## config.mk

```make
export PLATFORM = sky130hd
export DESIGN_NAME = url_target_query_decoder
export DESIGN_NICKNAME = d
export VERILOG_FILES = /design/src/rtl/utqd_pkg.sv /design/src/rtl/url_target_query_decoder.sv /design/src/rtl/utqd_decode.sv /design/src/rtl/utqd_outbuf.sv
export SDC_FILE = /design/constraint.sdc
export NUM_CORES = 1
export LEC_CHECK = 0
export ABC_AREA = 1
export BUFFER_PORTS_ARGS = -buffer_cell sky130_fd_sc_hd__clkbuf_2
export CORE_MARGIN = 2
export CORE_UTILIZATION = 40
export CTS_CLUSTER_SIZE = 20
export DETAILED_ROUTE_END_ITERATION = 8
export REMOVE_ABC_BUFFERS = 1
export SLEW_MARGIN = 20
export SYNTH_ARGS = -nofsm -noshare
export SYNTH_HDL_FRONTEND = slang
export SYNTH_SLANG_ARGS = --single-unit
```

## constraint.sdc

```tcl
create_clock -name i_clk -period 3.7 [get_ports i_clk]
set_input_delay 0.74 -clock i_clk [delete_from_list [all_inputs] [get_ports i_clk]]
set_output_delay 0.74 -clock i_clk [all_outputs]
set_load 0.005 [all_outputs]
```

## src/rtl/utqd_pkg.sv

```systemverilog
package utqd_pkg;

    // Part codes, also used as section codes
    localparam logic [1:0] PART_PATH  = 2'd0;
    localparam logic [1:0] PART_KEY   = 2'd1;
    localparam logic [1:0] PART_VALUE = 2'd2;

    // Escape progress codes
    localparam logic [1:0] ESC_NONE = 2'd0;
    localparam logic [1:0] ESC_ONE  = 2'd1;
    localparam logic [1:0] ESC_TWO  = 2'd2;

    // Characters with a meaning in the target
    localparam logic [7:0] CH_PCT   = 8'h25;
    localparam logic [7:0] CH_PLUS  = 8'h2B;
    localparam logic [7:0] CH_QMARK = 8'h3F;
    localparam logic [7:0] CH_AMP   = 8'h26;
    localparam logic [7:0] CH_EQ    = 8'h3D;
    localparam logic [7:0] CH_SPACE = 8'h20;

    // Most results one input word can cause
    localparam int RES_MAX = 4;
    localparam int RES_CW  = $clog2(RES_MAX + 1);

    typedef struct packed {
        logic [7:0] out_byte;
        logic       byte_valid;
        logic [1:0] part;
        logic       part_end;
    } t_res;

    typedef struct packed {
        logic [1:0] section;
        logic [1:0] escape_count;
        logic [7:0] escape_digit;
        logic       pair_open;
    } t_state;

    // Hex digit: bit 4 says valid, bits 3:0 hold its value
    function automatic logic [4:0] hex_value(input logic [7:0] c);
        logic [4:0] r;
        r = 5'd0;
        if (c >= 8'h30 && c <= 8'h39) begin
            r = {1'b1, c[3:0]};
        end else if ((c >= 8'h61 && c <= 8'h66) || (c >= 8'h41 && c <= 8'h46)) begin
            r = {1'b1, c[3:0] + 4'd9};
        end
        return r;
    endfunction

endpackage

```

## src/rtl/url_target_query_decoder.sv

```systemverilog
// Request-target decoder.
// Input stream: one raw byte of the target per word in s_axis_tdata; a word
// with s_axis_tlast high marks the end of the target (its byte is ignored)
// and flushes a pending escape and closes the open part.
// Output stream: decoded bytes and part-closing markers; m_axis_tuser tags
// each word with byte_valid, part (path, key, value) and part_end, and
// m_axis_tlast marks the last word caused by one input word.
// One input word yields zero to four output words.
// A word is taken into the input register and its results are shown from the
// result register.
// Throughput: one input word per cycle while each yields at most one result and
// the receiver is ready; a word that yields several holds the input until the
// result register, which drains one word per cycle while ready, has drained it.
// A stalled receiver holds the current output word; one further input word
// waits in the input register, then s_axis_tready drops.
// Reset clears both stages and returns the parser to the path section.
module url_target_query_decoder (
    input  logic       i_clk,
    input  logic       i_rst_n,
    input  logic       s_axis_tvalid,
    output logic       s_axis_tready,
    input  logic [7:0] s_axis_tdata,   // [7:0] in_byte
    input  logic       s_axis_tlast,   // end_flag
    output logic       m_axis_tvalid,
    input  logic       m_axis_tready,
    output logic [7:0] m_axis_tdata,   // [7:0] out_byte
    output logic [3:0] m_axis_tuser,   // [0] byte_valid, [2:1] part, [3] part_end
    output logic       m_axis_tlast    // last_of_run
);

    logic                                   r_in_valid;
    logic [7:0]                             r_in_byte;
    logic                                   r_in_end;
    logic                                   buf_free;
    logic                                   load;
    utqd_pkg::t_res [utqd_pkg::RES_MAX-1:0] dec_res;
    logic [utqd_pkg::RES_CW-1:0]            dec_num;
    utqd_pkg::t_res                         out_res;

    assign load          = r_in_valid && buf_free;
    assign s_axis_tready = !r_in_valid || buf_free;

    // Hold the accepted word until the result register takes it
    always_ff @(posedge i_clk) begin
        if (!i_rst_n) begin
            r_in_valid <= 1'b0;
        end else if (s_axis_tvalid && s_axis_tready) begin
            r_in_valid <= 1'b1;
        end else if (load) begin
            r_in_valid <= 1'b0;
        end
    end

    always_ff @(posedge i_clk) begin
        if (s_axis_tvalid && s_axis_tready) begin
            r_in_byte <= s_axis_tdata;
            r_in_end  <= s_axis_tlast;
        end
    end

    utqd_decode u_decode (
        .i_clk      (i_clk),
        .i_rst_n    (i_rst_n),
        .i_load     (load),
        .i_in_byte  (r_in_byte),
        .i_end_flag (r_in_end),
        .o_res      (dec_res),
        .o_num      (dec_num)
    );

    utqd_outbuf u_outbuf (
        .i_clk    (i_clk),
        .i_rst_n  (i_rst_n),
        .i_load   (load),
        .i_res    (dec_res),
        .i_num    (dec_num),
        .o_free   (buf_free),
        .i_tready (m_axis_tready),
        .o_tvalid (m_axis_tvalid),
        .o_res    (out_res),
        .o_tlast  (m_axis_tlast)
    );

    assign m_axis_tdata = out_res.out_byte;
    assign m_axis_tuser = {out_res.part_end, out_res.part, out_res.byte_valid};

endmodule

```

## src/rtl/utqd_decode.sv

```systemverilog
module utqd_decode (
    input  logic                                    i_clk,
    input  logic                                    i_rst_n,
    input  logic                                    i_load,
    input  logic [7:0]                              i_in_byte,
    input  logic                                    i_end_flag,
    output utqd_pkg::t_res [utqd_pkg::RES_MAX-1:0]  o_res,
    output logic [utqd_pkg::RES_CW-1:0]             o_num
);

    utqd_pkg::t_state r_st;
    utqd_pkg::t_state n_st;

    // Work out the results of one word and the state it leaves
    always_comb begin
        logic [7:0]                        c;
        logic [1:0]                        sec;
        logic [utqd_pkg::RES_CW-1:0]       n;
        logic                              do_flush;
        logic                              do_plain;
        logic [4:0]                        lo;
        logic [4:0]                        hi;
        utqd_pkg::t_res [utqd_pkg::RES_MAX-1:0] res;

        c        = i_in_byte;
        sec      = r_st.section;
        n_st     = r_st;
        n        = '0;
        res      = '0;
        do_plain = 1'b0;
        lo       = utqd_pkg::hex_value(c);
        hi       = utqd_pkg::hex_value(r_st.escape_digit);

        // Separators and the end word flush a pending escape
        do_flush = i_end_flag
            || (sec == utqd_pkg::PART_PATH && c == utqd_pkg::CH_QMARK)
            || (sec == utqd_pkg::PART_KEY && (c == utqd_pkg::CH_AMP || c == utqd_pkg::CH_EQ))
            || (sec != utqd_pkg::PART_PATH && sec != utqd_pkg::PART_KEY
                && c == utqd_pkg::CH_AMP);

        if (do_flush) begin
            if (r_st.escape_count != utqd_pkg::ESC_NONE) begin
                res[n[1:0]] = '{utqd_pkg::CH_PCT, 1'b1, sec, 1'b0};
                n = n + 1'b1;
            end
            if (r_st.escape_count != utqd_pkg::ESC_NONE
                    && r_st.escape_count != utqd_pkg::ESC_ONE) begin
                res[n[1:0]] = '{r_st.escape_digit, 1'b1, sec, 1'b0};
                n = n + 1'b1;
            end
            n_st.escape_count = utqd_pkg::ESC_NONE;
        end else begin
            // Ordinary byte: advance the escape or pass it on
            unique case (r_st.escape_count)
                utqd_pkg::ESC_NONE: begin
                    do_plain = 1'b1;
                end
                utqd_pkg::ESC_ONE: begin
                    if (lo[4]) begin
                        n_st.escape_digit = c;
                        n_st.escape_count = utqd_pkg::ESC_TWO;
                    end else begin
                        res[n[1:0]] = '{utqd_pkg::CH_PCT, 1'b1, sec, 1'b0};
                        n = n + 1'b1;
                        n_st.escape_count = utqd_pkg::ESC_NONE;
                        do_plain = 1'b1;
                    end
                end
                default: begin
                    n_st.escape_count = utqd_pkg::ESC_NONE;
                    if (lo[4] && hi[4]) begin
                        res[n[1:0]] = '{{hi[3:0], lo[3:0]}, 1'b1, sec, 1'b0};
                        n = n + 1'b1;
                    end else begin
                        res[n[1:0]] = '{utqd_pkg::CH_PCT, 1'b1, sec, 1'b0};
                        n = n + 1'b1;
                        res[n[1:0]] = '{r_st.escape_digit, 1'b1, sec, 1'b0};
                        n = n + 1'b1;
                        do_plain = 1'b1;
                    end
                end
            endcase
            if (do_plain) begin
                if (c == utqd_pkg::CH_PCT) begin
                    n_st.escape_count = utqd_pkg::ESC_ONE;
                end else begin
                    res[n[1:0]] = '{(c == utqd_pkg::CH_PLUS) ? utqd_pkg::CH_SPACE : c,
                                    1'b1, sec, 1'b0};
                    n = n + 1'b1;
                end
            end
            if (sec == utqd_pkg::PART_KEY) begin
                n_st.pair_open = 1'b1;
            end
        end

        // Close parts and move between sections
        if (do_flush) begin
            unique case (sec)
                utqd_pkg::PART_PATH: begin
                    res[n[1:0]] = '{8'd0, 1'b0, utqd_pkg::PART_PATH, 1'b1};
                    n = n + 1'b1;
                    n_st.section = utqd_pkg::PART_KEY;
                end
                utqd_pkg::PART_KEY: begin
                    if (r_st.pair_open || (!i_end_flag && c == utqd_pkg::CH_EQ)) begin
                        res[n[1:0]] = '{8'd0, 1'b0, utqd_pkg::PART_KEY, 1'b1};
                        n = n + 1'b1;
                    end
                    if (!i_end_flag && c == utqd_pkg::CH_EQ) begin
                        n_st.section = utqd_pkg::PART_VALUE;
                    end else if (r_st.pair_open) begin
                        res[n[1:0]] = '{8'd0, 1'b0, utqd_pkg::PART_VALUE, 1'b1};
                        n = n + 1'b1;
                    end
                end
                default: begin
                    res[n[1:0]] = '{8'd0, 1'b0, utqd_pkg::PART_VALUE, 1'b1};
                    n = n + 1'b1;
                    n_st.section = utqd_pkg::PART_KEY;
                end
            endcase
            n_st.pair_open = 1'b0;
            if (i_end_flag) begin
                n_st = '0;
            end
        end

        o_res = res;
        o_num = n;
    end

    // Hold the parser state, advance it on each loaded word
    always_ff @(posedge i_clk) begin
        if (!i_rst_n) begin
            r_st <= '0;
        end else if (i_load) begin
            r_st <= n_st;
        end
    end

endmodule

```

## src/rtl/utqd_outbuf.sv

```systemverilog
module utqd_outbuf (
    input  logic                                    i_clk,
    input  logic                                    i_rst_n,
    input  logic                                    i_load,
    input  utqd_pkg::t_res [utqd_pkg::RES_MAX-1:0]  i_res,
    input  logic [utqd_pkg::RES_CW-1:0]             i_num,
    output logic                                    o_free,
    input  logic                                    i_tready,
    output logic                                    o_tvalid,
    output utqd_pkg::t_res                          o_res,
    output logic                                    o_tlast
);

    localparam logic [utqd_pkg::RES_CW-1:0] RES_ONE = {{(utqd_pkg::RES_CW-1){1'b0}}, 1'b1};

    utqd_pkg::t_res [utqd_pkg::RES_MAX-1:0] r_res;
    logic [utqd_pkg::RES_CW-1:0]            r_left;
    logic [1:0]                             r_sel;
    logic                                   out_acc;

    assign o_tvalid = (r_left != '0);
    assign out_acc  = o_tvalid && i_tready;
    // Free when empty or once the last pending word leaves in this cycle
    assign o_free   = (r_left == '0) || (r_left == RES_ONE && i_tready);
    assign o_res    = r_res[r_sel];
    assign o_tlast  = (r_left == RES_ONE);

    // Hold results and step through them one word at a time
    always_ff @(posedge i_clk) begin
        if (!i_rst_n) begin
            r_left <= '0;
            r_sel  <= '0;
        end else if (i_load) begin
            r_left <= i_num;
            r_sel  <= '0;
        end else if (out_acc) begin
            r_left <= r_left - RES_ONE;
            r_sel  <= r_sel + 2'd1;
        end
    end

    always_ff @(posedge i_clk) begin
        if (i_load) begin
            r_res <= i_res;
        end
    end

endmodule

```

After elaboration in Yosys (flattened, before gate mapping)
Cells that the tools add are included.

word-level totals
  register bits after elaboration = 76
  input port bits = 13
  word-level logic and storage cells = 198

cells by class
  add/subtract/negate cells = 8
  order comparisons = 21
  equality and inequality tests = 11
  muxes and demuxes = 75
  bitwise logic cells = 13
  reduce and logical (&&, ||, !) cells = 45

operators with widths
  cell                                                                number
  2-to-1 mux 48 bit                                                   10
  2-to-1 mux 12 bit                                                   11
  AND 40 bit                                                          3
  inverter 40 bit                                                     3
  bitwise mux 48 bit                                                  2
  demux 12 bit (select 2 bit)                                         4
  one-hot mux 48 bit (2 select lines)                                 1
  2-to-1 mux 3 bit                                                    15
  AND 44 bit                                                          1
  inverter 44 bit                                                     1
  == test 8 x 6 -> 1 bit (second input constant)                      5
  greater-or-equal comparator 8 x 7 -> 1 bit (second input constant)  4
  <= comparator 8 x 7 -> 1 bit (second input constant)                4
  binary-select mux 12 bit (select 2 bit)                             1
  2-to-1 mux 8 bit                                                    3
  OR 8 bit                                                            3
  one-hot mux 12 bit (2 select lines)                                 1
  logical AND 1 bit                                                   21
  2-to-1 mux 10 bit                                                   2
  2-to-1 mux 5 bit                                                    4
  greater-or-equal comparator 8 x 6 -> 1 bit (second input constant)  2
  <= comparator 8 x 6 -> 1 bit (second input constant)                2
  less-than comparator 2 x 3 -> 1 bit (second input constant)         5
  2-to-1 mux 2 bit                                                    7
  other kinds (27)                                                    58

Longest topological paths before layout
  depth in word-level cells = 27
  gate-level depth with buffers = 24
  depth with buffers taken out = 23

By module
Synthesis repeated with hierarchy kept, for this count alone.

unflattened totals
  cells, all modules = 559
  area total of the unflattened synthesis = 4712.0 sq um

by module, submodules not included
  module                    times used  cells an instance  area each (sq um)
  utqd_decode               1           376                2257.2
  utqd_outbuf               1           165                2125.8
  url_target_query_decoder  1           18                 329.1

Least setup slack after synthesis
Ideal clock, no wire load.

  kind = input -> register
  start point = input port m_axis_tready
  end point = register u_decode.r_st[6] in the netlist's numbering
  arrival = 3.196 ns
  setup slack = 0.429 ns
  stages on the path = 8
  path buffers = 0
  path through = nand2_1 nand2_1 inv_1 nor2_2 inv_1 nor3_1 nand2_1 o22ai_1

on the way
  word-level cells in the longest chain between the ends = 3

RTL lines
  item                  RTL line                        RTL
  from (decl)           url_target_query_decoder.sv:25  input logic m_axis_tready,
  logical AND 1 bit     utqd_outbuf.sv:24               assign o_free = (r_left == '0) || (r_left == RES_ONE && i_tready);
  logical OR 1 bit      utqd_outbuf.sv:24
  logical AND 1 bit     url_target_query_decoder.sv:40  assign load = r_in_valid && buf_free;
  net load              url_target_query_decoder.sv:35  logic load;
  to (signal assigned)  utqd_decode.sv:138              r_st <= n_st;
  to (decl)             utqd_decode.sv:11               utqd_pkg::t_state r_st;

The timed path passes the listed nets, and every way through them passes these cells.
A chain may end at the register's enable or synchronous reset.

==> impl_metrics.yaml <==
route:
  routed_wl_um: 11200
  ant_nets: 0
  dr.pass1.iters: 6
  routedWlPerCell_um: 15.44
  drt_iter0_drc: 253
  vias_per_cell: 5.283
  drc: 0
  vias: 3830
sta:
  period_share_pct: 91.29
  slew_headroom_pct: 49.84
  setup-tns-final_ns: 0
  worst_pin_slew_ns: 0.7516
  rsz0062_at_grt: "no"
  drv_slew: 0
  hold_viol_final: 0
  fmax_mhz: 296.0
  setup_violations: 0
  fin_skew_ns: 0.01232
  period_minus_slack_ns: 3.378
finish:
  diodes: 0
  area_growth_pct: 13.00
  nNetsFinal: 615
  layout.cells.non_filler: 725
  drive_above_1_share_pct: 14.87
clock_tree:
  cts.sinks: 76
  cts_buffers: 9
  clock_latency_ns: 0.36
  root_buffer: "clkbuf_8"
  htreeDepth: 3
  cts_tree: "yes"
  cts.clk_slew.worst_paths_ns: 0.08
  clockBufferDepth: 2
  hold_buffers: 0
grt:
  first_global_vias: 3536
  antenna_found_initial: 0
  grt_use_total_pct: 19.77
  grt_max_degree: 41
  grt-ovfl-total: 0
  grt_pass1_wl_um: 17980
hold_path:
  hold_depth: 2
  hp-class: "flip-flop to flip-flop"
  min_to: "u_decode.r_st[9]"
  hp-start: "u_decode.r_st[9]"
floorplan:
  ios: 28
  core_um2: 10890
  start_util_pct: 41.09
  die_area_um2: 12050
  die-width_um: 109.8
  num_rows: 38
  die_y_um: 109.8
power_and_ir_drop:
  power.static_leakage_nw: 2.097
  irDropWorstVdd_mv: 0.2165
  powerDensity_nw_per_um2: 500.2
  power_mw: 2.529
run:
  maxCapViolCount: 0
worst_setup_path:
  path_max_fanout: 8
  cp_slowest_cell: "edfxtp_1"
  path_class: "flip-flop to flip-flop"
  cp.required_ns: 3.90
  worstPathCellList: "inv_2 -> nand2_1 -> nor2_1 -> nand3_1 -> nand3_4 -> inv_2 -> nand4_2 -> nand2_2 -> ha_1 -> inv_1 -> nand2_1 -> nand2_2 -> inv_1 -> ha_1 -> nand2_2 -> nand2_1 -> or2_1 -> nor2_4 -> o21ai_1 -> o221ai_1"
  cp-start-kind: "flip-flop"
  end_kind: "flip-flop"
  crit_path_max_incr_delay_ns: 0.47
  critPathBufInv: 4
  r2r_start: "r_in_byte[4]"
  reg2reg_depth: 20
  crit_family: "simple AND/OR/NAND/NOR gates"
  cp.arrival_ns: 3.57
  r2r_slack_ns: 0.32
  timing.rr.end: "u_outbuf.r_res[18]"
place:
  port_buffers: 27
  dp.cells: 705
  hpwl_um: 8420
  globalplace.congestion: 0.9407
synthesis:
  synth_cell_types: 46
  ys_ff_latch: 76
  yosys_warnings: 0
  ys_seq_area_share_pct: 46.76
  syn-cell-area_um2: 4474
  syn-instance-count: 532
  synth_edf_count: 57
  syn_area_per_cell_um2: 8.410
  synthArstFlopShare_pct: 0
  synth_flop_cell: "edfxtp_1"
run_status:
  outcome: "complete, no violations"
## how the worst max path moves through the flow
stage | from | to | cells past startpoint
floorplan | r_in_byte[0] | u_outbuf.r_res[18] | 23
global placement | r_in_byte[0] | u_outbuf.r_res[16] | 19
detailed placement | r_in_byte[0] | u_outbuf.r_res[22] | 19
CTS | r_in_byte[0] | u_outbuf.r_res[18] | 19
global route | r_in_byte[1] | u_outbuf.r_res[22] | 23
finish | r_in_byte[4] | u_outbuf.r_res[18] | 20
## worst reg2reg max path, stage by stage (launching register included)
cell and delay [ns]:
edfxtp_1 0.47, inv_2 0.15, nand2_1 0.06, nor2_1 0.29, nand3_1 0.20, nand3_4 0.19, inv_2 0.09, nand4_2 0.07
nand2_2 0.12, ha_1 0.30, inv_1 0.07, nand2_1 0.06, nand2_2 0.11, inv_1 0.07, ha_1 0.20, nand2_2 0.08
nand2_1 0.07, or2_1 0.27, nor2_4 0.17, o21ai_1 0.09, o221ai_1 0.07
## repair_timing
item	4_1_cts	5_1_grt
gates resized for setup	0	5
endpoints found under the setup margin	0	9
buffers inserted	0	4
## kinds of logic (layout without fill, tap and decap cells)
| group | after synthesis | in the layout | synth area share, % |
|---|---|---|---|
| mux | 1 | 1 | 0.2237 |
| other cells | 1 | 9 | 0.08381 |
| fa+ha+maj | 22 | 22 | 6.152 |
| xor+xnor | 8 | 8 | 1.566 |
| compound gates | 135 | 135 | 17.25 |
| buf+inv | 86 | 131 | 7.522 |
| simple gates | 203 | 203 | 20.44 |
| flops | 76 | 76 | 46.76 |
## metrics by stage
stage	util (%)	hold WS (ns)	setup slack, ns	cell area [um^2]
final	46.44	0.5138	0.3221	5056
after global routing	46.44	0.5471	0.03709	5056
after CTS	46.06	0.5138	0.1996	5015
after detailed placement	44.38	0.5002	0.2057	4832
after global placement	44.38	0.4978	0.2930	4832
after floorplan	-	0.4584	0.4035	4449
## registers in the layout, indices dropped and copies added (netlist names)
signal and cells:
r_in_end 1, u_outbuf.r_sel 2, u_outbuf.r_res 48, r_in_valid 1, u_outbuf.r_left 3, r_in_byte 8, u_decode.r_st 13
## layout make-up
class | instances | area, um^2
multi-input cells | 378 | 2092
clock inverters | 6 | 55.05
well taps | 140 | 175.2
flip-flops and latches | 76 | 2092
inverters | 75 | 281.5
fillers | 1076 | 5832
repair buffers | 40 | 232.7
clock buffers | 10 | 127.6
## cell usage after synthesis, types with 2 or more instances
| cell type | count | area, um^2 |
|---|---|---|
| o211ai_1 | 3 | 22.52 |
| a22oi_1 | 3 | 22.52 |
| buf_2 | 2 | 10.01 |
| a211oi_1 | 2 | 15.01 |
| nand3_1 | 20 | 100.1 |
| nand4_2 | 2 | 25.02 |
| inv_2 | 9 | 33.78 |
| o31ai_1 | 2 | 15.01 |
| xor2_1 | 8 | 70.07 |
| nor3_1 | 5 | 25.02 |
| dfxtp_1 | 19 | 380.4 |
| nor2_2 | 5 | 31.28 |
| o32ai_1 | 3 | 26.28 |
| edfxtp_1 | 57 | 1712 |
| a21oi_1 | 22 | 110.1 |
| clkbuf_1 | 5 | 18.77 |
| o22ai_1 | 16 | 100.1 |
| buf_1 | 2 | 7.510 |
| inv_1 | 65 | 244.0 |
| o21ai_1 | 10 | 50.05 |
| nand3b_1 | 3 | 22.52 |
| nand2_2 | 6 | 37.54 |
| nor2_4 | 3 | 33.78 |
| ha_1 | 22 | 275.3 |
| o21ai_2 | 2 | 17.52 |
| o21ai_0 | 63 | 315.3 |
| nand2_1 | 91 | 341.6 |
| nor2_1 | 60 | 225.2 |
| nand4_1 | 3 | 18.77 |
| nand3_2 | 3 | 30.03 |
## power breakdown
group          switching [mW]  leakage, nW  internal, mW
Sequential             0.0595        0.693          1.10
Combinational           0.504         1.31         0.251
Clock                   0.308       0.0928         0.305
## layout by cell type, fill, tap and decap left out, types with 16 or more instances in the layout
master / instances
a21oi_1: 22
clkbuf_2: 27
dfxtp_1: 19
edfxtp_1: 57
ha_1: 22
inv_1: 63
nand2_1: 90
nand3_1: 20
nor2_1: 60
o21ai_0: 62
o22ai_1: 16
## routing by layer
metal | global-route usage [%] | up-vias | part of all wire, %
met3 | 2.549 | 24 | 6.1
met4 | 8.951 | 0 | 2.8
li1 | - | 1899 | -
met5 | 0 | - | 0
met2 | 29.63 | 136 | 43
met1 | 28.38 | 1771 | 48
Power figures use the tool's default switching activity.
